===== config.mk =====
export PLATFORM = sky130hd
export DESIGN_NAME = lir_front
export DESIGN_NICKNAME = d
export VERILOG_FILES = /design/src/rtl/core/lir_pkg.sv /design/src/rtl/core/lir_front.sv
export SDC_FILE = /design/constraint.sdc
export NUM_CORES = 1
export LEC_CHECK = 0
export BUFFER_PORTS_ARGS = -buffer_cell sky130_fd_sc_hd__buf_2
export CAP_MARGIN = 0
export CORE_AREA = 2 2 202 204
export CTS_CLUSTER_SIZE = 14
export DETAILED_ROUTE_END_ITERATION = 8
export DIE_AREA = 0 0 204 206
export GPL_ROUTABILITY_DRIVEN = 1
export GPL_TIMING_DRIVEN = 0
export PLACE_DENSITY = 0.75
export SYNTH_ARGS = -nofsm -noshare
export SYNTH_HDL_FRONTEND = slang
export SYNTH_SLANG_ARGS = --single-unit

===== constraint.sdc =====
create_clock -name clk_i -period 13.6 [get_ports clk_i]
set_clock_uncertainty 0.15 [all_clocks]
set_input_delay 2.04 -clock clk_i [delete_from_list [all_inputs] [get_ports clk_i]]
set_output_delay 2.04 -clock clk_i [all_outputs]
set_load 0.01 [all_outputs]

===== src/rtl/core/lir_pkg.sv =====
// Shared types and constants for the linear interpolation resampler.
// No dependencies; used by lir_front, lir_back and linear_interp_resampler.
package lir_pkg;

  localparam int unsigned Lanes       = 8;
  localparam int unsigned SampleBits  = 32;
  localparam int unsigned FracBits    = 16;
  localparam int unsigned PosBits     = 24;
  localparam int unsigned StepBits    = 23;
  localparam int unsigned LaneCntBits = 4;
  localparam int unsigned ProdBits    = SampleBits + FracBits + 2;
  localparam int unsigned QDepth      = 2;
  localparam int unsigned QPtrBits    = 1;

  localparam logic [PosBits-1:0]  OnePos  = PosBits'(1 << FracBits);
  localparam logic [StepBits-1:0] MinStep = StepBits'(OnePos >> 5);

  typedef enum logic [1:0] {
    CfgInterpMode = 2'd0,
    CfgStep       = 2'd1,
    CfgChannels   = 2'd2
  } cfg_idx_e;

  typedef struct packed {
    logic signed [31:0] in_ch0;
    logic signed [31:0] in_ch1;
    logic signed [31:0] in_ch2;
    logic signed [31:0] in_ch3;
    logic signed [31:0] in_ch4;
    logic signed [31:0] in_ch5;
    logic signed [31:0] in_ch6;
    logic signed [31:0] in_ch7;
    logic               end_of_stream;
  } in_item_t;

  typedef struct packed {
    logic signed [31:0] out_ch0;
    logic signed [31:0] out_ch1;
    logic signed [31:0] out_ch2;
    logic signed [31:0] out_ch3;
    logic signed [31:0] out_ch4;
    logic signed [31:0] out_ch5;
    logic signed [31:0] out_ch6;
    logic signed [31:0] out_ch7;
    logic               last_of_run;
  } out_item_t;

  typedef logic [Lanes-1:0][SampleBits-1:0] frame_t;

  typedef struct packed {
    frame_t smp;
    logic   eos;
  } q_item_t;

  typedef struct packed {
    logic                   interp;
    logic [StepBits-1:0]    step;
    logic [LaneCntBits-1:0] chans;
  } cfg_t;

endpackage


===== src/rtl/core/lir_front.sv =====
// Input side: takes frames from the push channel and holds them in a
// two-entry queue for the back end. Depends on lir_pkg.
module lir_front (
  input  logic              clk_i,
  input  logic              rst_ni,
  input  logic              push_i,
  output logic              full_o,
  input  lir_pkg::in_item_t in_item_i,
  output logic              q_valid_o,
  input  logic              q_pop_i,
  output lir_pkg::q_item_t  q_item_o
);

  lir_pkg::q_item_t                 mem_q [lir_pkg::QDepth];
  logic [lir_pkg::QPtrBits-1:0]     wr_ptr_q, rd_ptr_q;
  logic [lir_pkg::QPtrBits:0]       cnt_q;
  lir_pkg::q_item_t                 wr_item;
  logic                             do_push, do_pop;

  assign full_o    = (cnt_q == (lir_pkg::QPtrBits+1)'(lir_pkg::QDepth));
  assign q_valid_o = (cnt_q != '0);
  assign do_push   = push_i & ~full_o;
  assign do_pop    = q_pop_i & q_valid_o;
  assign q_item_o  = mem_q[rd_ptr_q];

  // sample width equals field width, so lanes are taken as they are
  always_comb begin
    wr_item.smp[0] = in_item_i.in_ch0;
    wr_item.smp[1] = in_item_i.in_ch1;
    wr_item.smp[2] = in_item_i.in_ch2;
    wr_item.smp[3] = in_item_i.in_ch3;
    wr_item.smp[4] = in_item_i.in_ch4;
    wr_item.smp[5] = in_item_i.in_ch5;
    wr_item.smp[6] = in_item_i.in_ch6;
    wr_item.smp[7] = in_item_i.in_ch7;
    wr_item.eos    = in_item_i.end_of_stream;
  end

  always_ff @(posedge clk_i) begin
    if (do_push) begin
      mem_q[wr_ptr_q] <= wr_item;
    end
  end

  always_ff @(posedge clk_i or negedge rst_ni) begin
    if (!rst_ni) begin
      wr_ptr_q <= '0;
      rd_ptr_q <= '0;
      cnt_q    <= '0;
    end else begin
      if (do_push) wr_ptr_q <= wr_ptr_q + 1'b1;
      if (do_pop)  rd_ptr_q <= rd_ptr_q + 1'b1;
      case ({do_push, do_pop})
        2'b10:   cnt_q <= cnt_q + 1'b1;
        2'b01:   cnt_q <= cnt_q - 1'b1;
        default: cnt_q <= cnt_q;
      endcase
    end
  end

endmodule


==> flow_results.xml, run 1 <==
<?xml version="1.0" encoding="UTF-8"?>
<metrics>
  <group name="global_route">
    <metric name="grt-busiest-layer" unit="">met2</metric>
    <metric name="groute.layer.met1.usage" unit="">0.2046</metric>
    <metric name="globalRouteOverflowTotal" unit="">0</metric>
    <metric name="globalRouteTotalUtil" unit="">0.1915</metric>
    <metric name="grtUsageMet3" unit="">0.07174</metric>
    <metric name="globalRouteMet2Util" unit="">0.3414</metric>
    <metric name="grt_first_pass_wirelength" unit="µm">59330</metric>
    <metric name="maximum_number_of_pins_on_one_net_before_global_route_repair" unit="">64</metric>
    <metric name="grt_antenna_before_repair" unit="">16</metric>
    <metric name="grt_pass1_vias" unit="">10260</metric>
  </group>
  <group name="route">
    <metric name="viasPerCell" unit="">4.968</metric>
    <metric name="drt_first_iter_violations" unit="">376</metric>
    <metric name="final_antenna_net_count" unit="">0</metric>
    <metric name="routedWlPerCell" unit="µm">21.24</metric>
    <metric name="dr_total_vias" unit="">9852</metric>
    <metric name="detail_route.first_pass.iterations" unit="">6</metric>
    <metric name="drc" unit="">0</metric>
    <metric name="route.final.wire_length" unit="µm">42110</metric>
  </group>
  <group name="place">
    <metric name="place_congestion" unit="">0.7710</metric>
    <metric name="port_buffers" unit="">519</metric>
    <metric name="place.detailed.instances" unit="">1882</metric>
    <metric name="dp_hpwl" unit="µm">29980</metric>
  </group>
  <group name="floorplanning">
    <metric name="row_count" unit="">74</metric>
    <metric name="dieArea" unit="mm²">0.04202</metric>
    <metric name="start_util" unit="">0.4876</metric>
    <metric name="die_h" unit="µm">206</metric>
    <metric name="pin_count" unit="">520</metric>
    <metric name="die_w" unit="µm">204</metric>
    <metric name="placeableCoreArea" unit="mm²">0.04018</metric>
  </group>
  <group name="timing">
    <metric name="finalCritPeriodShare" unit="">0.3098</metric>
    <metric name="rsz_0062_raised_after_global_routing" unit="">no</metric>
    <metric name="worst_slew_pin_slew" unit="ns">0.6758</metric>
    <metric name="report.final.slew_viol_count" unit="">0</metric>
    <metric name="timing.setup.tns" unit="ns">0</metric>
    <metric name="max_fclk" unit="GHz">0.2373</metric>
    <metric name="hold_viol_final" unit="">0</metric>
    <metric name="hold-worst-slack" unit="ns">0.3504</metric>
    <metric name="period_minus_slack" unit="ns">4.214</metric>
    <metric name="worst_slew_margin_rel" unit="">0.5484</metric>
    <metric name="setup_viol" unit="">0</metric>
  </group>
  <group name="yosys">
    <metric name="post_synth_num_cell_types" unit="">17</metric>
    <metric name="postSynthNetCount" unit="">1080</metric>
    <metric name="ys_dominant_reg_cell" unit="">edfxtp_1</metric>
    <metric name="synth_area" unit="mm²">0.01960</metric>
    <metric name="synth_edf_count" unit="">514</metric>
    <metric name="ys_seq_area_frac" unit="">0.7928</metric>
    <metric name="synth.area.top_cells" unit="">edfxtp_1 (79%), mux2_4 (15%), mux2_2 (3.2%)</metric>
    <metric name="post-synth-top-area-fraction" unit="">0.7877</metric>
    <metric name="post_synth.cell_area_avg" unit="µm²">23.95</metric>
    <metric name="synth-warning-count" unit="">0</metric>
    <metric name="yosysTopAreaCell" unit="">edfxtp_1</metric>
    <metric name="synth.ff_latch_count" unit="">518</metric>
    <metric name="ys_async_sr_fraction" unit="">0.007722</metric>
    <metric name="synth_cells" unit="">818</metric>
  </group>
  <group name="clock_tree">
    <metric name="ctsRootBufferMaster" unit="">clkbuf_16</metric>
    <metric name="cts_setup_buffers" unit="">0</metric>
    <metric name="post_cts_resized" unit="">0</metric>
    <metric name="tritoncts" unit="">done</metric>
    <metric name="sinks_on_the_clock_net" unit="">518</metric>
    <metric name="tritoncts.num_buffers" unit="">51</metric>
    <metric name="htree_num_levels" unit="">2</metric>
    <metric name="clk_transition_reported_paths" unit="ns">0.06</metric>
    <metric name="worst_skew_pair.late_latency" unit="ns">0.57</metric>
    <metric name="max-clock-path-buffers" unit="">3</metric>
    <metric name="cts_hold_repair.buffers" unit="">0</metric>
  </group>
  <group name="finish">
    <metric name="leading_cell_type_in_the_layout_fill_and_taps_excluded" unit="">buf_2</metric>
    <metric name="total_area_of_multi_input_combinational_cells" unit="mm²">0.003754</metric>
    <metric name="layout-area-overhead-vs-synth" unit="%">26.75</metric>
    <metric name="num-nets-final" unit="">1665</metric>
    <metric name="ff_latch_area" unit="mm²">0.01553</metric>
    <metric name="layout_cells_sized_above_1" unit="">0.6193</metric>
    <metric name="commonest_cells_after_routing_fill_and_taps_aside" unit="">buf_2 (522), edfxtp_1 (514), mux2_4 (201)</metric>
    <metric name="fillers" unit="">2869</metric>
    <metric name="stdcell_count" unit="">1983</metric>
  </group>
  <group name="power">
    <metric name="p_leak" unit="nW">9.891</metric>
    <metric name="max_vdd_drop" unit="V">0.0001460</metric>
    <metric name="pwr_density_cell" unit="mW/mm²">222.0</metric>
  </group>
  <group name="setup_path">
    <metric name="critical_path_peak_fanout" unit="">10</metric>
    <metric name="crit_path_end_kind" unit="">primary output</metric>
    <metric name="worstPathArrival" unit="ns">2.02</metric>
    <metric name="timing.critical_path.required" unit="ns">11.41</metric>
    <metric name="criticalPathCategory" unit="">reg -&gt; out</metric>
    <metric name="worst_setup_path_start_kind" unit="">flip-flop</metric>
  </group>
  <group name="status">
    <metric name="status" unit="">complete, no violations</metric>
  </group>
  <group name="worst_hold_path">
    <metric name="hold_path.class" unit="">reg -&gt; reg</metric>
  </group>
  <group name="run">
    <metric name="max_cap_violations" unit="">0</metric>
  </group>
</metrics>
routing by layer:
metal / vias up / share of wire
met5: - / 0.0023
met4: 14 / 0.028
met3: 85 / 0.094
met2: 385 / 0.52
met1: 4913 / 0.35
li1: 4455 / -
worst paths after layout:
path,from,slack [ns],cells past startpoint,endpoint
worst min-delay path,cnt_q[1]$_DFFE_PN0P_,0.35,1,cnt_q[1]$_DFFE_PN0P_
worst max-delay path,rd_ptr_q$_DFFE_PN0P_,9.39,5,q_item_o[73]
worst min register to register,cnt_q[1]$_DFFE_PN0P_,0.35,1,cnt_q[1]$_DFFE_PN0P_
max in group asynchronous,rst_ni,12.05,1,wr_ptr_q$_DFFE_PN0N_
worst max register to register,cnt_q[0]$_DFFE_PN0P_,10.84,7,mem_q[0][154]$_DFFE_PP_
min in group asynchronous,rst_ni,1.12,1,rd_ptr_q$_DFFE_PN0P_
cells in the mapped netlist, types with 2 or more instances:
library cell,instances
buf_6,24
nor2_1,2
mux2_4,201
edfxtp_1,514
mux2_2,56
xor2_1,2
buf_8,2
dfrtp_1,4
buf_2,3
xnor2_1,3
registers in the layout, indices dropped and copies added (netlist names):
| register | count |
|---|---|
| cnt_q | 2 |
| wr_ptr_q | 1 |
| mem_q | 514 |
| rd_ptr_q | 1 |
metrics by stage:
stage | cell area [µm²] | power, mW | setup WS [ns] | util
final | 24840 | 5.513 | 9.386 | 0.6181
after global routing | 24830 | 5.747 | 9.272 | 0.6178
after CTS | 24810 | 5.579 | 9.314 | 0.6175
after detailed placement | 23170 | 4.186 | 9.301 | 0.5766
after global placement | 22860 | 4.254 | 0.4944 | 0.5689
after floorplan | 19600 | 3.572 | 4.149 | -
cell type report:
type	instances	area share
multi-input cells	270	0.1511
flip-flops and latches	518	0.6255
repair buffers	532	0.1166
well taps	532	0.02680
clock inverters	26	0.01008
clock buffers	66	0.05617
inverters	1	0.0001511
diodes	9	0.0009068
plain buffers	29	0.01270
report_power, final:
part,total [mW],switching [mW],leakage (nW),internal (mW)
sequential,2.26,0.0835,4.82,2.18
clock,1.38,0.562,0.809,0.815
combinational,1.87,0.954,4.26,0.920
total,5.51,1.60,9.89,3.91
logic make-up after synthesis:
| group | count (synthesis) | synth area share |
|---|---|---|
| DFF | 518 | 0.7928 |
| muxes | 257 | 0.1862 |
| buffers and inverters | 30 | 0.01628 |
| and+or+nand+nor | 7 | 0.001853 |
| xor gates and xnor gates | 5 | 0.002235 |
| adders and majority gates | 1 | 0.0006384 |
worst max-delay path: stages (launching register included):
cell	delay [ns]
dfrtp_1	0.34
buf_6	0.13
buf_8	0.21
buf_6	0.27
mux2_4	0.32
buf_2	0.16
Power figures use the tool's default switching activity.
==> run 2, diff against run 1 <==
CORE_AREA = 2 2 208 210   (was 2 2 202 204)
DIE_AREA = 0 0 210 212   (was 0 0 204 206)
clock period = 3.8 ns   (was 13.6 ns; I/O delays follow)
==> run 2 against run 1 <==
Global-route usage is 1.2 points higher. Final area is 9.5% higher. Non-clock buffer count is 230 higher. Via count is 10% higher. Sequential share of layout area is 5.4 points lower. Count of clock-buffer cells in the layout is 6 higher. Cell count is 12% higher. Clock power grew to 3.6 times the previous value. Sequential cell count stayed put. Core utilization is 2.2 points higher. Power grew to 3.6 times the previous value.
==> flow_results.xml, run 2 (synthesis results as in run 1) <==
<?xml version="1.0" encoding="UTF-8"?>
<metrics>
  <group name="route">
    <metric name="routedWlPerCell" unit="µm">20.87</metric>
    <metric name="final_antenna_net_count" unit="">0</metric>
    <metric name="viasPerCell" unit="">4.874</metric>
    <metric name="detail_route.first_pass.iterations" unit="">5</metric>
    <metric name="drc" unit="">0</metric>
    <metric name="route.final.wire_length" unit="µm">46550</metric>
    <metric name="drt_first_iter_violations" unit="">555</metric>
    <metric name="dr_total_vias" unit="">10870</metric>
  </group>
  <group name="setup_path">
    <metric name="reg_to_reg_startpoint" unit="">cnt_q[0]$_DFFE_PN0P_</metric>
    <metric name="slowest_delay" unit="ns">0.36</metric>
    <metric name="crit_path_end_kind" unit="">primary output</metric>
    <metric name="critPathMostFrequentCell" unit="">buf_6</metric>
    <metric name="capture_point_of_the_worst_reg_to_reg_path" unit="">mem_q[1][147]$_DFFE_PP_</metric>
    <metric name="critical_path_peak_fanout" unit="">10</metric>
    <metric name="reg2reg_slack" unit="ns">1.38</metric>
    <metric name="critical_path.top_delay_family" unit="">buffers and inverters</metric>
    <metric name="worst_setup_path_start_kind" unit="">flip-flop</metric>
    <metric name="ff2ff_path_depth" unit="">4</metric>
    <metric name="criticalPathCategory" unit="">reg -&gt; out</metric>
    <metric name="timing.critical_path.required" unit="ns">3.08</metric>
    <metric name="worstPathArrival" unit="ns">2.06</metric>
    <metric name="path_buf_inv" unit="">4</metric>
    <metric name="crit_slowest_cell" unit="">mux2_4</metric>
    <metric name="critical_path.cell_chain" unit="">buf_6 &gt; buf_8 &gt; buf_6 &gt; mux2_4 &gt; buf_2</metric>
  </group>
  <group name="finish">
    <metric name="design_area" unit="mm²">0.02719</metric>
    <metric name="postLayoutCoreUtil" unit="">0.6397</metric>
    <metric name="layout-area-overhead-vs-synth" unit="%">38.77</metric>
    <metric name="stdcell_count" unit="">2230</metric>
    <metric name="top_regs" unit="">mem_q (514), cnt_q (2)</metric>
    <metric name="flip_flop_count_of_the_largest_register_all_copies_and_words_added" unit="">514</metric>
    <metric name="num-nets-final" unit="">1898</metric>
    <metric name="ff_latch_area" unit="mm²">0.01553</metric>
    <metric name="fillers" unit="">2809</metric>
    <metric name="leading_cell_type_in_the_layout_fill_and_taps_excluded" unit="">buf_2</metric>
    <metric name="commonest_cells_after_routing_fill_and_taps_aside" unit="">buf_2 (522), edfxtp_1 (514), dlygate4sd3_1 (229)</metric>
    <metric name="layout_cells_sized_above_1" unit="">0.5336</metric>
    <metric name="regMostFlops" unit="">mem_q</metric>
    <metric name="total_area_of_multi_input_combinational_cells" unit="mm²">0.003777</metric>
  </group>
  <group name="global_route">
    <metric name="globalRouteTotalUtil" unit="">0.2036</metric>
    <metric name="maximum_number_of_pins_on_one_net_before_global_route_repair" unit="">65</metric>
    <metric name="grt_first_pass_wirelength" unit="µm">68230</metric>
    <metric name="grt_pass1_vias" unit="">11760</metric>
    <metric name="grt_antenna_before_repair" unit="">8</metric>
    <metric name="globalRouteOverflowTotal" unit="">0</metric>
  </group>
  <group name="clock_tree">
    <metric name="tritoncts.num_buffers" unit="">54</metric>
    <metric name="htree_num_levels" unit="">2</metric>
    <metric name="max-clock-path-buffers" unit="">3</metric>
    <metric name="sinks_on_the_clock_net" unit="">518</metric>
    <metric name="ctsRootBufferMaster" unit="">clkbuf_16</metric>
    <metric name="clk_transition_reported_paths" unit="ns">0.06</metric>
    <metric name="post_cts_resized" unit="">0</metric>
    <metric name="worst_skew_pair.late_latency" unit="ns">0.57</metric>
    <metric name="tritoncts" unit="">done</metric>
  </group>
  <group name="timing">
    <metric name="hold-worst-slack" unit="ns">0.03434</metric>
    <metric name="max_fclk" unit="GHz">0.3595</metric>
    <metric name="setup_viol" unit="">0</metric>
    <metric name="finalCritPeriodShare" unit="">0.7321</metric>
    <metric name="rsz_0062_raised_after_global_routing" unit="">no</metric>
    <metric name="worst_slew_pin_slew" unit="ns">0.6052</metric>
    <metric name="report.final.slew_viol_count" unit="">0</metric>
    <metric name="period_minus_slack" unit="ns">2.782</metric>
    <metric name="hold_viol_final" unit="">0</metric>
    <metric name="worst_slew_margin_rel" unit="">0.5965</metric>
  </group>
  <group name="place">
    <metric name="place.detailed.instances" unit="">1897</metric>
    <metric name="placed_area" unit="mm²">0.02324</metric>
    <metric name="place_congestion" unit="">0.7530</metric>
    <metric name="port_buffers" unit="">519</metric>
    <metric name="dp_hpwl" unit="µm">29640</metric>
  </group>
  <group name="power">
    <metric name="power.clock.fraction" unit="">0.245</metric>
    <metric name="p_sw_frac" unit="">0.2982</metric>
    <metric name="pwr_density_cell" unit="mW/mm²">738.1</metric>
    <metric name="power.combinational.fraction" unit="">0.350</metric>
    <metric name="power" unit="mW">20.07</metric>
    <metric name="seq_power_share" unit="">0.405</metric>
    <metric name="max_vdd_drop" unit="V">0.0004708</metric>
    <metric name="p_sw" unit="mW">5.984</metric>
    <metric name="p_leak" unit="nW">10.87</metric>
    <metric name="internal_power" unit="mW">14.08</metric>
  </group>
  <group name="worst_hold_path">
    <metric name="min_delay_path_depth" unit="">1</metric>
    <metric name="hold_path.class" unit="">in -&gt; reg</metric>
    <metric name="min_delay_worst_endpoint" unit="">mem_q[1][38]$_DFFE_PP_</metric>
    <metric name="hp-start" unit="">in_item_i[198]</metric>
  </group>
  <group name="floorplanning">
    <metric name="dieArea" unit="mm²">0.04452</metric>
    <metric name="start_util" unit="">0.4610</metric>
    <metric name="pin_count" unit="">520</metric>
    <metric name="die_w" unit="µm">210</metric>
    <metric name="placeableCoreArea" unit="mm²">0.04251</metric>
    <metric name="row_count" unit="">76</metric>
    <metric name="die_h" unit="µm">212</metric>
  </group>
  <group name="run">
    <metric name="max_cap_violations" unit="">0</metric>
  </group>
  <group name="status">
    <metric name="status" unit="">complete, no violations</metric>
  </group>
</metrics>
## run 2: cell count changes in the layout (fill, tap and decap cells not counted), moves of 2 or more
cell           previous run  this run
clkinv_2                 10        12
clkinv_1                  9        11
diode_2                   9         3
clkbuf_16                53        55
bufinv_16                 5         2
dlygate4sd3_1             0       229
clkbuf_8                  2         0
buf_16                    5         7
clkbuf_1                 11        17
## run 2: worst max-delay path by stage
stage,from,end,slack (ns),cells past startpoint
after floorplan,cnt_q[0]$_DFFE_PN0P_,mem_q[0][0]$_DFFE_PP_,-1.18,3
after global placement,push_i,mem_q[0][150]$_DFFE_PP_,-3.48,3
after detailed placement,push_i,mem_q[1][141]$_DFFE_PP_,1.25,4
after CTS,rd_ptr_q$_DFFE_PN0P_,q_item_o[71],0.93,5
after global routing,rd_ptr_q$_DFFE_PN0P_,q_item_o[71],0.90,5
final,rd_ptr_q$_DFFE_PN0P_,q_item_o[71],1.02,5
## run 2: layer usage
layer  vias to the layer above  part of all wire  global-route usage
met5                         -           0.00077                   0
met4                         6             0.039             0.09489
met3                       108             0.083             0.06544
met2                       478              0.51              0.3591
met1                      5356              0.37              0.2244
li1                       4922                 -                   -
## run 2: worst register-to-register path, cell delays in order (launching register included)
cell and delay (ns):
dfrtp_1 0.42, nand2b_4 0.20, and3_4 0.60, buf_16 0.32, buf_16 0.34
## run 2: repair_timing
action	in CTS	in global routing
hold endpoints to repair	456	0
setup buffers	0	0
hold buffers	229	0
endpoints found under the setup margin	0	0
## run 2: power groups by stage
stage | clock [mW] | combinational (mW) | sequential [mW]
6_report | 4.93 | 7.02 | 8.12
4_1_cts | 5.01 | 7.05 | 8.11
2_1_floorplan | 0 | 4.30 | 8.31
5_1_grt | 5.24 | 7.44 | 8.22
3_3_place_gp | 0 | 6.50 | 8.46
3_5_place_dp | 0 | 6.83 | 8.22
## run 2: cell type report
cell class / instances / share of cell area
clock buffers: 72 / 0.05296
well taps: 546 / 0.02512
clock inverters: 29 / 0.007592
plain buffers: 29 / 0.01160
multi-input cells: 270 / 0.1389
inverters: 1 / 0.0001380
repair buffers: 762 / 0.1921
diodes: 3 / 0.0002761
flip-flops and latches: 518 / 0.5713
## run 2: per-stage QoR
step / TNS, ns / worst slack [ns]
after CTS: 0 / 0.9342
after global routing: 0 / 0.9041
after floorplan: -434.76 / -1.182
after detailed placement: 0 / 1.248
after global placement: -1501.49 / -3.476
final: 0 / 1.018
